<file path="src/hw/rtl/srlm_pkg.sv">
// ----------------------------------------------------------------------------
// srlm_pkg
// shared widths, codes and sample conversion for the stereo level meter
// ----------------------------------------------------------------------------
`timescale 1ns / 1ps

package srlm_pkg;

  localparam int RAW_W      = 32;
  localparam int LEVEL_W    = 16;
  localparam int MAG_W      = 16;
  localparam int DIG_W      = 4;
  localparam int DIG_LOG2   = 2;
  localparam int DIGITS     = MAG_W / DIG_W;
  localparam int PP_W       = MAG_W + DIG_W;
  localparam int SQ_LOG2    = 30;
  localparam int Q_W        = SQ_LOG2 + 1;
  localparam int ROOT_W     = 16;
  localparam int CFG_IDX_W  = 1;
  localparam int CFG_DATA_W = 2;
  localparam int FMT_W      = 2;

  localparam logic [FMT_W-1:0] FMT_U8  = 2'd0;
  localparam logic [FMT_W-1:0] FMT_S16 = 2'd1;
  localparam logic [FMT_W-1:0] FMT_S32 = 2'd2;

  localparam logic [CFG_IDX_W-1:0] CFG_IDX_FORMAT = 1'b0;
  localparam logic [CFG_IDX_W-1:0] CFG_IDX_MONO   = 1'b1;

  localparam logic [LEVEL_W-1:0] LEVEL_ONE = 16'h8000;

  typedef struct packed {
    logic load;
    logic clear;
  } srlm_acc_ctl_t;

  // magnitude of the q1.15 value of one raw sample
  function automatic logic [MAG_W-1:0] q15_mag(input logic [FMT_W-1:0] fmt,
                                               input logic [RAW_W-1:0] raw);
    logic [MAG_W-1:0] s;
    case (fmt)
      FMT_U8:  s = {raw[7:0] ^ 8'h80, 8'h00};
      FMT_S16: s = raw[15:0];
      FMT_S32: s = raw[31:16];
      default: s = '0;
    endcase
    return s[MAG_W-1] ? (~s + MAG_W'(1)) : s;
  endfunction

endpackage

</file>
<file path="src/hw/rtl/srlm_if.sv">
// ----------------------------------------------------------------------------
// srlm_if
// valid/ready channels of the stereo level meter
// ----------------------------------------------------------------------------
`timescale 1ns / 1ps

interface srlm_in_if;
  import srlm_pkg::*;
  logic               valid;
  logic               ready;
  logic [RAW_W-1:0]   left_raw;
  logic [RAW_W-1:0]   right_raw;
  logic               frame_end;
  modport source(output valid, left_raw, right_raw, frame_end, input ready);
  modport sink(input valid, left_raw, right_raw, frame_end, output ready);
endinterface

interface srlm_out_if;
  import srlm_pkg::*;
  logic               valid;
  logic               ready;
  logic [LEVEL_W-1:0] left_level;
  logic [LEVEL_W-1:0] right_level;
  modport source(output valid, left_level, right_level, input ready);
  modport sink(input valid, left_level, right_level, output ready);
endinterface

interface srlm_cfg_if;
  import srlm_pkg::*;
  logic                  valid;
  logic                  ready;
  logic [CFG_IDX_W-1:0]  index;
  logic [CFG_DATA_W-1:0] data;
  modport source(output valid, index, data, input ready);
  modport sink(input valid, index, data, output ready);
endinterface

</file>
<file path="src/hw/rtl/srlm_sq_acc.sv">
// ----------------------------------------------------------------------------
// srlm_sq_acc
// digit-serial square and accumulate, one 4-bit digit per cycle
// ----------------------------------------------------------------------------
`timescale 1ns / 1ps

module srlm_sq_acc #(
  parameter int SUM_W = 47
) (
  input  logic                    clk,
  input  logic                    rst_n,
  input  srlm_pkg::srlm_acc_ctl_t ctl,
  input  logic [15:0]             mag_in,
  output logic                    last,
  output logic [SUM_W-1:0]        sum
);
  import srlm_pkg::*;

  localparam int DC_W = $clog2(DIGITS);
  localparam int SH_W = DC_W + DIG_LOG2;

  logic             busy_r, busy_nxt;
  logic [DC_W-1:0]  dig_r, dig_nxt;
  logic [MAG_W-1:0] mag_r, mag_nxt;
  logic [MAG_W-1:0] mul_r, mul_nxt;
  logic [SUM_W-1:0] sum_r, sum_nxt;
  logic [PP_W-1:0]  pp;
  logic [SH_W-1:0]  shamt;

  always_comb begin
    pp    = PP_W'(mag_r) * PP_W'(mul_r[DIG_W-1:0]);
    shamt = {dig_r, {DIG_LOG2{1'b0}}};
    last  = busy_r && (dig_r == DC_W'(DIGITS - 1));
    sum_nxt = busy_r ? (sum_r + (SUM_W'(pp) << shamt)) : sum_r;
    if (ctl.clear) begin
      sum_nxt = '0;
    end
    busy_nxt = busy_r;
    dig_nxt  = dig_r;
    mag_nxt  = mag_r;
    mul_nxt  = mul_r;
    if (ctl.load) begin
      busy_nxt = 1'b1;
      dig_nxt  = '0;
      mag_nxt  = mag_in;
      mul_nxt  = mag_in;
    end else if (busy_r) begin
      dig_nxt = dig_r + DC_W'(1);
      mul_nxt = mul_r >> DIG_W;
      if (last) begin
        busy_nxt = 1'b0;
      end
    end
  end

  always_ff @(posedge clk) begin
    if (!rst_n) begin
      busy_r <= 1'b0;
      dig_r  <= '0;
      sum_r  <= '0;
    end else begin
      busy_r <= busy_nxt;
      dig_r  <= dig_nxt;
      sum_r  <= sum_nxt;
    end
    mag_r <= mag_nxt;
    mul_r <= mul_nxt;
  end

  assign sum = sum_r;

endmodule

</file>
<file path="src/hw/rtl/srlm_div.sv">
// ----------------------------------------------------------------------------
// srlm_div
// bit-serial restoring divider, sum over pair count, one bit per cycle
// ----------------------------------------------------------------------------
`timescale 1ns / 1ps

module srlm_div #(
  parameter int SUM_W = 47,
  parameter int CNT_W = 17
) (
  input  logic             clk,
  input  logic             rst_n,
  input  logic             start,
  input  logic [SUM_W-1:0] dividend,
  input  logic [CNT_W-1:0] divisor,
  output logic             done,
  output logic [30:0]      quotient
);
  import srlm_pkg::*;

  localparam int IT_W = $clog2(SUM_W);

  logic             busy_r, busy_nxt;
  logic             done_r, done_nxt;
  logic [IT_W-1:0]  it_r, it_nxt;
  logic [SUM_W-1:0] dvd_r, dvd_nxt;
  logic [CNT_W-1:0] rem_r, rem_nxt;
  logic [CNT_W-1:0] dvs_r, dvs_nxt;
  logic [CNT_W:0]   rem_sh;
  logic             fits;

  always_comb begin
    rem_sh   = {rem_r, dvd_r[SUM_W-1]};
    fits     = rem_sh >= {1'b0, dvs_r};
    busy_nxt = busy_r;
    done_nxt = 1'b0;
    it_nxt   = it_r;
    dvd_nxt  = dvd_r;
    rem_nxt  = rem_r;
    dvs_nxt  = dvs_r;
    if (start) begin
      busy_nxt = 1'b1;
      it_nxt   = IT_W'(SUM_W - 1);
      dvd_nxt  = dividend;
      rem_nxt  = '0;
      dvs_nxt  = divisor;
    end else if (busy_r) begin
      rem_nxt = fits ? CNT_W'(rem_sh - {1'b0, dvs_r}) : rem_sh[CNT_W-1:0];
      dvd_nxt = {dvd_r[SUM_W-2:0], fits};
      it_nxt  = it_r - IT_W'(1);
      if (it_r == '0) begin
        busy_nxt = 1'b0;
        done_nxt = 1'b1;
      end
    end
  end

  always_ff @(posedge clk) begin
    if (!rst_n) begin
      busy_r <= 1'b0;
      done_r <= 1'b0;
      it_r   <= '0;
    end else begin
      busy_r <= busy_nxt;
      done_r <= done_nxt;
      it_r   <= it_nxt;
    end
    dvd_r <= dvd_nxt;
    rem_r <= rem_nxt;
    dvs_r <= dvs_nxt;
  end

  assign done     = done_r;
  assign quotient = dvd_r[Q_W-1:0];

endmodule

</file>
<file path="src/hw/rtl/srlm_sqrt.sv">
// ----------------------------------------------------------------------------
// srlm_sqrt
// digit-by-digit floor square root, one root bit per cycle
// ----------------------------------------------------------------------------
`timescale 1ns / 1ps

module srlm_sqrt (
  input  logic        clk,
  input  logic        rst_n,
  input  logic        start,
  input  logic [30:0] radicand,
  output logic        done,
  output logic [15:0] root
);
  import srlm_pkg::*;

  localparam int X_W  = 2 * ROOT_W;
  localparam int R_W  = ROOT_W + 2;
  localparam int SH_W = R_W + 2;
  localparam int IT_W = $clog2(ROOT_W);

  logic              busy_r, busy_nxt;
  logic              done_r, done_nxt;
  logic [IT_W-1:0]   it_r, it_nxt;
  logic [X_W-1:0]    x_r, x_nxt;
  logic [R_W-1:0]    rem_r, rem_nxt;
  logic [ROOT_W-1:0] root_r, root_nxt;
  logic [SH_W-1:0]   rem_sh;
  logic [SH_W-1:0]   trial;
  logic              fits;

  always_comb begin
    rem_sh   = {rem_r, x_r[X_W-1 -: 2]};
    trial    = {2'b00, root_r, 2'b01};
    fits     = rem_sh >= trial;
    busy_nxt = busy_r;
    done_nxt = 1'b0;
    it_nxt   = it_r;
    x_nxt    = x_r;
    rem_nxt  = rem_r;
    root_nxt = root_r;
    if (start) begin
      busy_nxt = 1'b1;
      it_nxt   = IT_W'(ROOT_W - 1);
      x_nxt    = X_W'(radicand);
      rem_nxt  = '0;
      root_nxt = '0;
    end else if (busy_r) begin
      rem_nxt  = fits ? R_W'(rem_sh - trial) : R_W'(rem_sh);
      root_nxt = {root_r[ROOT_W-2:0], fits};
      x_nxt    = x_r << 2;
      it_nxt   = it_r - IT_W'(1);
      if (it_r == '0) begin
        busy_nxt = 1'b0;
        done_nxt = 1'b1;
      end
    end
  end

  always_ff @(posedge clk) begin
    if (!rst_n) begin
      busy_r <= 1'b0;
      done_r <= 1'b0;
      it_r   <= '0;
    end else begin
      busy_r <= busy_nxt;
      done_r <= done_nxt;
      it_r   <= it_nxt;
    end
    x_r    <= x_nxt;
    rem_r  <= rem_nxt;
    root_r <= root_nxt;
  end

  assign done = done_r;
  assign root = root_r;

endmodule

</file>
<file path="src/hw/rtl/stereo_rms_level_meter_top.sv">
// ----------------------------------------------------------------------------
// stereo_rms_level_meter_top
// Stereo RMS level meter. Each beat on the input channel is one sample pair
// in the configured format (offset u8, s16, or the top half of s32); both
// samples are squared four bits at a time, and a new pair is taken in the
// cycle the previous squaring finishes unless that pair ended a frame. On a
// pair marked frame_end the block divides both sums by the pair count in a
// bit-serial divider and takes the square root one bit per cycle; after the
// last pair's squaring, the division and the root, the levels sit in the
// output register, and only then is input taken again. The pair count stops
// at MAX_FRAME_SAMPLES; later pairs of that frame are ignored.
// Configuration writes are taken at any time after reset, but belong
// between frames.
// ----------------------------------------------------------------------------
`timescale 1ns / 1ps

module stereo_rms_level_meter_top #(
  parameter int MAX_FRAME_SAMPLES = 65536
) (
  input  logic              clk,
  input  logic              rst_n,
  srlm_in_if.sink           in_ch,
  srlm_out_if.source        out_ch,
  srlm_cfg_if.sink          cfg_ch
);
  import srlm_pkg::*;

  localparam int CNT_W = $clog2(MAX_FRAME_SAMPLES + 1);
  localparam int SUM_W = SQ_LOG2 + CNT_W;

  localparam logic [2:0] ST_IDLE = 3'd0;
  localparam logic [2:0] ST_SQ   = 3'd1;
  localparam logic [2:0] ST_DGO  = 3'd2;
  localparam logic [2:0] ST_DIV  = 3'd3;
  localparam logic [2:0] ST_ROOT = 3'd4;
  localparam logic [2:0] ST_OUT  = 3'd5;

  logic [2:0]         st_r, st_nxt;
  logic [FMT_W-1:0]   fmt_r;
  logic               mono_r;
  logic               fe_r;
  logic [CNT_W-1:0]   cnt_r;
  logic               out_valid_r;
  logic [LEVEL_W-1:0] left_lvl_r;
  logic [LEVEL_W-1:0] right_lvl_r;

  srlm_acc_ctl_t      acc_ctl;
  logic [MAG_W-1:0]   mag_lt, mag_rt;
  logic               last_lt, last_rt, sq_last;
  logic [SUM_W-1:0]   sum_lt, sum_rt;
  logic               div_start, div_done_lt, div_done_rt, div_done;
  logic [Q_W-1:0]     quo_lt, quo_rt;
  logic               root_start, root_done_lt, root_done_rt, root_done;
  logic [ROOT_W-1:0]  root_lt, root_rt;
  logic               sat, in_rdy, in_acc, out_load, cfg_acc;

  srlm_sq_acc #(.SUM_W(SUM_W)) u_sq_l (
    .clk(clk), .rst_n(rst_n), .ctl(acc_ctl), .mag_in(mag_lt),
    .last(last_lt), .sum(sum_lt)
  );
  srlm_sq_acc #(.SUM_W(SUM_W)) u_sq_r (
    .clk(clk), .rst_n(rst_n), .ctl(acc_ctl), .mag_in(mag_rt),
    .last(last_rt), .sum(sum_rt)
  );
  srlm_div #(.SUM_W(SUM_W), .CNT_W(CNT_W)) u_div_l (
    .clk(clk), .rst_n(rst_n), .start(div_start), .dividend(sum_lt),
    .divisor(cnt_r), .done(div_done_lt), .quotient(quo_lt)
  );
  srlm_div #(.SUM_W(SUM_W), .CNT_W(CNT_W)) u_div_r (
    .clk(clk), .rst_n(rst_n), .start(div_start), .dividend(sum_rt),
    .divisor(cnt_r), .done(div_done_rt), .quotient(quo_rt)
  );
  srlm_sqrt u_sqrt_l (
    .clk(clk), .rst_n(rst_n), .start(root_start), .radicand(quo_lt),
    .done(root_done_lt), .root(root_lt)
  );
  srlm_sqrt u_sqrt_r (
    .clk(clk), .rst_n(rst_n), .start(root_start), .radicand(quo_rt),
    .done(root_done_rt), .root(root_rt)
  );

  always_comb begin
    sat    = cnt_r == CNT_W'(MAX_FRAME_SAMPLES);
    mag_lt = sat ? '0 : q15_mag(fmt_r, in_ch.left_raw);
    mag_rt = sat ? '0 : (mono_r ? q15_mag(fmt_r, in_ch.left_raw)
                                : q15_mag(fmt_r, in_ch.right_raw));
    sq_last   = last_lt & last_rt;
    div_done  = div_done_lt & div_done_rt;
    root_done = root_done_lt & root_done_rt;
    case (st_r)
      ST_IDLE: in_rdy = 1'b1;
      ST_SQ:   in_rdy = sq_last && !fe_r;
      default: in_rdy = 1'b0;
    endcase
    in_acc        = in_ch.valid && in_ch.ready;
    out_load      = (st_r == ST_OUT) && (!out_valid_r || out_ch.ready);
    acc_ctl.load  = in_acc;
    acc_ctl.clear = out_load;
    div_start     = st_r == ST_DGO;
    root_start    = (st_r == ST_DIV) && div_done;
    cfg_acc       = cfg_ch.valid && cfg_ch.ready;

    st_nxt = st_r;
    case (st_r)
      ST_IDLE: begin
        if (in_acc) st_nxt = ST_SQ;
      end
      ST_SQ: begin
        if (sq_last) begin
          if (fe_r) st_nxt = ST_DGO;
          else if (!in_acc) st_nxt = ST_IDLE;
        end
      end
      ST_DGO:  st_nxt = ST_DIV;
      ST_DIV: begin
        if (div_done) st_nxt = ST_ROOT;
      end
      ST_ROOT: begin
        if (root_done) st_nxt = ST_OUT;
      end
      ST_OUT: begin
        if (out_load) st_nxt = ST_IDLE;
      end
      default: st_nxt = ST_IDLE;
    endcase
  end

  assign in_ch.ready  = rst_n && in_rdy;
  assign cfg_ch.ready = rst_n;

  always_ff @(posedge clk) begin
    if (!rst_n) begin
      st_r        <= ST_IDLE;
      fmt_r       <= FMT_S16;
      mono_r      <= 1'b0;
      fe_r        <= 1'b0;
      cnt_r       <= '0;
      out_valid_r <= 1'b0;
    end else begin
      st_r <= st_nxt;
      if (cfg_acc) begin
        case (cfg_ch.index)
          CFG_IDX_FORMAT: fmt_r  <= cfg_ch.data[FMT_W-1:0];
          CFG_IDX_MONO:   mono_r <= cfg_ch.data[0];
          default: ;
        endcase
      end
      if (in_acc) begin
        fe_r <= in_ch.frame_end;
      end
      if (out_load) begin
        cnt_r <= '0;
      end else if (in_acc && !sat) begin
        cnt_r <= cnt_r + CNT_W'(1);
      end
      if (out_load) begin
        out_valid_r <= 1'b1;
      end else if (out_ch.ready) begin
        out_valid_r <= 1'b0;
      end
    end
    if (out_load) begin
      left_lvl_r  <= (root_lt > LEVEL_ONE) ? LEVEL_ONE : root_lt;
      right_lvl_r <= (root_rt > LEVEL_ONE) ? LEVEL_ONE : root_rt;
    end
  end

  assign out_ch.valid       = out_valid_r;
  assign out_ch.left_level  = left_lvl_r;
  assign out_ch.right_level = right_lvl_r;

endmodule

</file>
<file path="src/flat_wrapper.sv">
// flat-port wrapper written by rule: the top's interface ports become plain ports
module stereo_rms_level_meter_top_flat import srlm_pkg::*;
#(
  parameter int MAX_FRAME_SAMPLES = 65536
)
  (clk, rst_n, in_ch_valid, in_ch_left_raw, in_ch_right_raw, in_ch_frame_end, in_ch_ready, out_ch_valid, out_ch_left_level, out_ch_right_level, out_ch_ready, cfg_ch_valid, cfg_ch_index, cfg_ch_data, cfg_ch_ready);
  srlm_in_if in_ch_i ();
  srlm_out_if out_ch_i ();
  srlm_cfg_if cfg_ch_i ();
  input  logic clk;
  input  logic rst_n;
  input wire logic [$bits(in_ch_i.valid)-1:0] in_ch_valid;
  input wire logic [$bits(in_ch_i.left_raw)-1:0] in_ch_left_raw;
  input wire logic [$bits(in_ch_i.right_raw)-1:0] in_ch_right_raw;
  input wire logic [$bits(in_ch_i.frame_end)-1:0] in_ch_frame_end;
  output wire logic [$bits(in_ch_i.ready)-1:0] in_ch_ready;
  output wire logic [$bits(out_ch_i.valid)-1:0] out_ch_valid;
  output wire logic [$bits(out_ch_i.left_level)-1:0] out_ch_left_level;
  output wire logic [$bits(out_ch_i.right_level)-1:0] out_ch_right_level;
  input wire logic [$bits(out_ch_i.ready)-1:0] out_ch_ready;
  input wire logic [$bits(cfg_ch_i.valid)-1:0] cfg_ch_valid;
  input wire logic [$bits(cfg_ch_i.index)-1:0] cfg_ch_index;
  input wire logic [$bits(cfg_ch_i.data)-1:0] cfg_ch_data;
  output wire logic [$bits(cfg_ch_i.ready)-1:0] cfg_ch_ready;
  assign in_ch_i.valid = in_ch_valid;
  assign in_ch_i.left_raw = in_ch_left_raw;
  assign in_ch_i.right_raw = in_ch_right_raw;
  assign in_ch_i.frame_end = in_ch_frame_end;
  assign in_ch_ready = in_ch_i.ready;
  assign out_ch_valid = out_ch_i.valid;
  assign out_ch_left_level = out_ch_i.left_level;
  assign out_ch_right_level = out_ch_i.right_level;
  assign out_ch_i.ready = out_ch_ready;
  assign cfg_ch_i.valid = cfg_ch_valid;
  assign cfg_ch_i.index = cfg_ch_index;
  assign cfg_ch_i.data = cfg_ch_data;
  assign cfg_ch_ready = cfg_ch_i.ready;
  stereo_rms_level_meter_top #(.MAX_FRAME_SAMPLES(MAX_FRAME_SAMPLES)) u_core (.clk(clk), .rst_n(rst_n), .in_ch(in_ch_i), .out_ch(out_ch_i), .cfg_ch(cfg_ch_i));
endmodule
</file>
<file path="config.mk">
export PLATFORM = sky130hd
export DESIGN_NAME = stereo_rms_level_meter_top_flat
export DESIGN_NICKNAME = d
export VERILOG_FILES = /design/src/hw/rtl/srlm_pkg.sv /design/src/hw/rtl/srlm_if.sv /design/src/hw/rtl/srlm_sq_acc.sv /design/src/hw/rtl/srlm_div.sv /design/src/hw/rtl/srlm_sqrt.sv /design/src/hw/rtl/stereo_rms_level_meter_top.sv /design/src/flat_wrapper.sv
export SDC_FILE = /design/constraint.sdc
export NUM_CORES = 2
export LEC_CHECK = 0
export BUFFER_PORTS_ARGS = -buffer_cell sky130_fd_sc_hd__buf_2
export CAP_MARGIN = 20
export CORE_MARGIN = 2
export CORE_UTILIZATION = 45
export DETAILED_ROUTE_END_ITERATION = 7
export HOLD_SLACK_MARGIN = 0.03
export PLACE_DENSITY = 0.63
export REMOVE_ABC_BUFFERS = 1
export SYNTH_ARGS = -nofsm -noshare
export SYNTH_HDL_FRONTEND = slang
export SYNTH_HIERARCHICAL = 1
export SYNTH_SLANG_ARGS = --single-unit
</file>
<file path="constraint.sdc">
create_clock -name clk -period 16.8 [get_ports clk]
set_input_delay 1.68 -clock clk [delete_from_list [all_inputs] [get_ports clk]]
set_output_delay 1.68 -clock clk [all_outputs]
set_load 0.1 [all_outputs]
</file>
## Word level (Yosys, flattened, before mapping)

Index checks and enable logic that the tools add are counted.

| operators by class | value |
|---|---|
| $add $sub $neg | 15 |
| $mul | 2 |
| magnitude comparators | 6 |
| eq/ne operators | 16 |
| shifts and indexed selects | 2 |
| multiplexer cells | 64 |
| bitwise logic cells | 13 |
| reductions and logical operators | 36 |

Operators by type and width:

| operator | number |
|---|---|
| 47-bit 2-to-1 mux | 4 |
| 16-bit 2-to-1 mux | 9 |
| 31-bit 2-to-1 mux | 4 |
| 16-bit case mux with 3 select lines | 2 |
| 47-bit adder | 2 |
| 20-bit by 4-bit << shifter with 47-bit output | 2 |
| 20-bit by 18-bit >= comparator with 1-bit output | 2 |
| 16-bit by 4-bit multiplier with 20-bit output | 2 |
| 18-bit by 17-bit >= comparator with 1-bit output | 2 |
| 18-bit 2-to-1 mux | 2 |
| 18-bit subtractor | 2 |
| 17-bit 2-to-1 mux | 2 |
| 17-bit subtractor | 2 |
| 16-bit by 1-bit adder with 16-bit output, second input constant | 2 |
| 16-bit > comparator, second input constant | 2 |
| 16-bit NOT | 2 |
| 1-bit 2-to-1 mux | 24 |
| 6-bit 2-to-1 mux | 4 |
| 3-bit 2-to-1 mux | 7 |
| 3-bit case mux with 6 select lines | 1 |
| 17-bit by 1-bit adder with 17-bit output, second input constant | 1 |
| 17-bit equality test, second input constant | 1 |
| 4-bit 2-to-1 mux | 4 |
| 2-bit nonzero test | 7 |
| other kinds (24) | 62 |

| word-level totals | value |
|---|---|
| flip-flop bits (word level) | 526 |
| input bits | 73 |
| output and inout port bits | 35 |
| logic and storage cells | 199 |

## Depth between registers and ports, before layout

| logic depth | value |
|---|---|
| depth after elaboration | 11 |
| mapped depth | 25 |
| gate-level depth less buffers | 23 |

## Hierarchy

Netlist, hierarchy kept.

Modules (own cells, without submodules):

| module | instances | cells an instance | area each (sq um) | seq. area each (sq um) |
|---|---|---|---|---|
| srlm_sq_acc | 2 | 858 | 7,298.2 | 1,961.9 |
| srlm_div | 2 | 415 | 4,832.1 | 2,422.3 |
| srlm_sqrt | 2 | 392 | 4,041.4 | 1,751.7 |
| stereo_rms_level_meter_top | 1 | 482 | 4,277.9 | 1,461.4 |

## Least setup slack after synthesis

Ideal clock, no wire load.

| timing | value |
|---|---|
| path type | in2out |
| start point | input port rst_n |
| end point | output port in_ch_ready |
| arrival | 6,476 ps |
| data required time | 15,120 ps |
| path slack | 8,644 ps |
| stages | 2 |
| path buffers | 0 |
| cell sequence | inv_1 > a2111oi_0 |

| on the way | value |
|---|---|
| word-level cells in the longest chain between the ends | 1 |

RTL lines:

| element | RTL line | text |
|---|---|---|
| start, declared | flat_wrapper.sv:11 | `input logic rst_n;` |
| 1-bit logical AND | stereo_rms_level_meter_top.sv:128 | `assign in_ch.ready = rst_n && in_rdy;` |
| end, declared | flat_wrapper.sv:16 | `output wire logic [$bits(in_ch_i.ready)-1:0] in_ch_ready;` |

No other way between the ends.

## Worst setup path in the final report

| timing | value |
|---|---|
| start point | register u_core.u_sq_r.mul_r[3] |
| end point | register u_core.u_sq_r.sum_r[40] (netlist: u_core/u_sq_r/sum[40]) |

| on the way | value |
|---|---|
| word-level cells in the longest chain between the ends | 3 |

RTL lines:

| element | RTL line | text |
|---|---|---|
| start, declared | srlm_sq_acc.sv:25 | `logic [MAG_W-1:0] mul_r, mul_nxt;` |
| start signal, assigned | srlm_sq_acc.sv:67 | `mul_r <= mul_nxt;` |
| 16-bit by 4-bit multiplier with 20-bit output | srlm_sq_acc.sv:31 | `pp = PP_W'(mag_r) * PP_W'(mul_r[DIG_W-1:0]);` |
| 20-bit by 4-bit << shifter with 47-bit output | srlm_sq_acc.sv:34 | `sum_nxt = busy_r ? (sum_r + (SUM_W'(pp) << shamt)) : sum_r;` |
| 47-bit adder | srlm_sq_acc.sv:34 |  |
| end signal, assigned | srlm_sq_acc.sv:64 | `sum_r <= sum_nxt;` |
| end, declared | srlm_sq_acc.sv:26 | `logic [SUM_W-1:0] sum_r, sum_nxt;` |

No other way between the ends.
A chain may end at the register's enable or synchronous reset.

==> qor.log <==
INFO  outcome        status=complete, no violations
INFO  floorplanning  starting_density=0.455
INFO  route          avgViaCountPerCell=5.59
INFO  floorplanning  top_level_ports=108
INFO  critical_path  timing.critical_path.from_type=flop
INFO  clock_tree     post_cts_resized=0
INFO  grt            grt_use_total=0.194
INFO  power_and_ir_drop power.static_leakage=15.7nW
INFO  critical_path  cp_num_buf_inv=1
INFO  floorplanning  placementRows=104
INFO  clock_tree     tritoncts_clock_tree=built
INFO  grt            largest_net_degree_at_the_start_of_global_routing=74
INFO  logic_synthesis synth_edf_count=286
INFO  logic_synthesis ys_seq_area_frac=0.375
INFO  worst_hold_path path_type_of_the_worst_min_delay_path=reg -> reg
INFO  placement      place.gp.congestion=0.920
INFO  grt            gr-total-overflow=0
INFO  clock_tree     cts_max_path_buffers=3
INFO  layout         layout_commonest_cell=sky130_fd_sc_hd__nor2_1
INFO  logic_synthesis ys_async_sr_fraction=0
INFO  critical_path  critical_path_arrival=7.13ns
INFO  layout         finalCoreUtilization=0.491
INFO  sta            final_max_slew_viol_count=0
INFO  route          post-route-drc-count=0
INFO  grt            grt_pass1_vias=26072
INFO  sta            rsz0062_at_grt=false
INFO  clock_tree     cts-root-buf=sky130_fd_sc_hd__clkbuf_16
INFO  sta            portion_of_the_clock_cycle_consumed_by_the_worst_path_in_the_final_layout=0.393
INFO  route          wl_per_cell=16.7µm
INFO  clock_tree     cts-buffers-inserted=66
INFO  clock_tree     clkSlewWorstSetupHoldPaths=0.06ns
INFO  placement      port_buffers=107
INFO  grt            grt_antenna_before_repair=0
INFO  critical_path  path_max_fanout=16
INFO  logic_synthesis synth_area_per_cell=9.61µm²
INFO  route          finalWirelength=81700µm
INFO  logic_synthesis synth.ff_latch_count=543
INFO  critical_path  timing.critical_path.mode_cell=sky130_fd_sc_hd__a21oi_1
INFO  layout         drive_above_1_share=0.140
INFO  logic_synthesis synthesis.area=0.0366mm²
INFO  layout         number_of_nets_at_the_end_of_the_flow=4102
INFO  logic_synthesis ys.flop_type=sky130_fd_sc_hd__edfxtp_1
INFO  logic_synthesis ys_warn_count=6
INFO  clock_tree     clock_insertion_delay_worst_skew=0.61ns
INFO  sta            slew_at_the_pin_closest_to_its_max_slew_limit=1.16ns
INFO  critical_path  timing.critical_path.slowest_cell_delay=0.61ns
INFO  critical_path  crit_chain=nand2_1, fa_1, inv_1, fa_1, fa_1, a21oi_1, o2111ai_1, a221oi_1, o21ai_0, a21oi_1, xor2_1, mux2_2, mux2i_1, ha_1, nand2_1, o21ai_0, a21oi_1, nor2_1, nor2_2, o31a_1, or4_1, a21oi_1
INFO  layout         area_growth=7.96%
INFO  logic_synthesis post_synth_num_cell_types=112
INFO  placement      dp_cells=4763
INFO  sta            period_needed=6.60ns
INFO  run            drv_cap=0
INFO  clock_tree     setup_repair_bufs_after_cts=0
INFO  layout         layout_common_cells=sky130_fd_sc_hd__nor2_1, sky130_fd_sc_hd__edfxtp_1, sky130_fd_sc_hd__nand2_1
INFO  placement      post-dp-hpwl=59000µm
INFO  route          route.vias.total=27326
INFO  sta            setup_viol=0
INFO  critical_path  cp_data_required_time=17.33ns
INFO  grt            global_route_wire_length_before_repair=134000µm
INFO  sta            timing.final.hold_violations=0
INFO  power_and_ir_drop power.ir.vdd_worst=0.0000672V
INFO  floorplanning  floorplan.die_area=0.0837mm²
INFO  critical_path  critPathSlowestCell=sky130_fd_sc_hd__edfxtp_1
INFO  route          drtIter0Drc=1642
INFO  layout         post_layout_nonfiller_instances=4891
INFO  critical_path  critPathKind=reg -> reg
INFO  route          antenna_violating_nets_post_route=0
INFO  layout         fill_cells=7528
INFO  power_and_ir_drop power_density=119mW/mm²
INFO  sta            fin_skew=0.0311ns
INFO  critical_path  worst_setup_path_end_kind=flop
INFO  floorplanning  die-width=289µm
INFO  floorplanning  floorplan.core_area=0.0805mm²
INFO  critical_path  cpLargestDelayFamily=compound AO/OA/AOI/OAI gates
INFO  critical_path  ff2ff_setup_slack=10.20ns
INFO  floorplanning  die_h=289µm
INFO  sta            timing.setup.tns=0ns
INFO  logic_synthesis post_synth_inst_count=3812
INFO  sta            worst_hold_slack_after_final_layout=0.489ns
INFO  clock_tree     cts_htree_levels=3
INFO  clock_tree     holdBufCountCts=0
INFO  clock_tree     number_of_sinks_handled_by_clock_tree_synthesis=543
INFO  route          drtPass1Iterations=5
INFO  sta            worst_slew_margin_rel=0.229
INFO  sta            fmaxAchievable=152MHz
## worst reg2reg max path, delay by kind of cell, from the launching register on
kind	cells	cell delay [ns]
compound gates	9	2.17
xor+xnor	1	0.23
fa+ha+maj	4	1.96
flops	1	0.61
buf+inv	1	0.05
mux	2	0.27
simple gates	5	1.24
## report_power, final
part / leakage [nW] / internal, mW / total, mW / switching [mW]
sequential: 4.83 / 1.47 / 1.55 / 0.0751
combinational: 9.85 / 0.703 / 1.75 / 1.05
clock: 1.02 / 0.839 / 1.42 / 0.577
## path summary, 6_finish.rpt
path	from	endpoint	cells past startpoint
setup / recovery	u_core/u_sq_r/mul_r[3]	u_core/u_sq_r/sum[40]	22
hold / removal	u_core/u_div_r/rem_r[16]	u_core/u_div_r/rem_r[16]	2
setup reg to reg	u_core/u_sq_r/mul_r[3]	u_core/u_sq_r/sum[40]	22
hold reg to reg	u_core/u_div_r/rem_r[16]	u_core/u_div_r/rem_r[16]	2
## metrics by stage
stage	setup slack (ns)	power (mW)	cell area, µm²
after floorplan	6.92	2.92	35200
after global placement	10.41	3.29	37300
after detailed placement	10.29	3.30	37300
after CTS	10.24	4.75	39500
after global routing	9.68	5.02	39500
final	10.20	4.71	39500
## registers in the layout, indices dropped and copies added, names as in the netlist, 17 cells and up
name and cells:
u_core/cnt_r 17, u_core/u_div_l/dvd_r 47, u_core/u_div_l/dvs_r 17, u_core/u_div_l/rem_r 17, u_core/u_div_r/dvd_r 47, u_core/u_div_r/dvs_r 17
u_core/u_div_r/rem_r 17, u_core/u_sq_l/sum 47, u_core/u_sq_r/sum 47, u_core/u_sqrt_l/rem_r 18, u_core/u_sqrt_l/x_r 32, u_core/u_sqrt_r/rem_r 18
u_core/u_sqrt_r/x_r 32
## cells by family after synthesis
kind of cell    share of synthesized area
buf+inv                            0.0643
mux                                0.0968
fa+ha+maj                          0.0991
compound gates                      0.164
xor+xnor                           0.0387
flops                               0.375
simple gates                        0.162
## metal layers
layer	routed length (µm)	vias to the layer above	global-route usage
met4	1710	0	0.0537
met3	3440	111	0.0254
li1	-	13626	-
met2	37600	544	0.317
met5	0	-	0
met1	38900	13045	0.269
## synthesized netlist by cell type, drive strengths merged, types with 10 or more instances
cell type    n  area, µm²
and4        10       87.6
a41oi       14        145
mux2       186       2090
or3         22        138
nand3b      12       90.1
o2111ai     11       96.3
buf        139       1040
a31oi       23        144
nor2       355       1340
fa          60       1200
o2bb2ai     10        100
a31o        15        131
o211ai      40        310
nand4       35        231
clkbuf     103        389
nor2b       68        440
ha         194       2430
nand2b      45        282
a2111oi     14        141
dfxtp      257       5140
nand3       53        265
mux2i      145       1450
o21ai      137        731
o31ai       22        213
o22ai       18        119
xor2        60        526
a211oi      47        423
edfxtp     286       8590
and2       131        825
nor3        65        342
a311oi      23        226
inv        246        923
or2         12       75.1
nor4        27        196
o21bai      22        165
and3        30        188
a21o        69        518
o21a        50        375
nand2      283       1080
a21oi      214       1090
xnor2      102        893
a22oi       15        113
## final cells by class
| cell class | count | area (µm²) | area share |
|---|---|---|---|
| tap | 1060 | 1330 | 0.0335 |
| clock buffer | 83 | 1790 | 0.0452 |
| timing repair buffer | 137 | 806 | 0.0204 |
| sequential | 543 | 13700 | 0.347 |
| multi-input combinational | 2781 | 20600 | 0.520 |
| inverter | 246 | 923 | 0.0234 |
| clock inverter | 39 | 374 | 0.00946 |
| antenna | 2 | 5.00 | 0.000127 |
(Power assumes the default switching activity.)
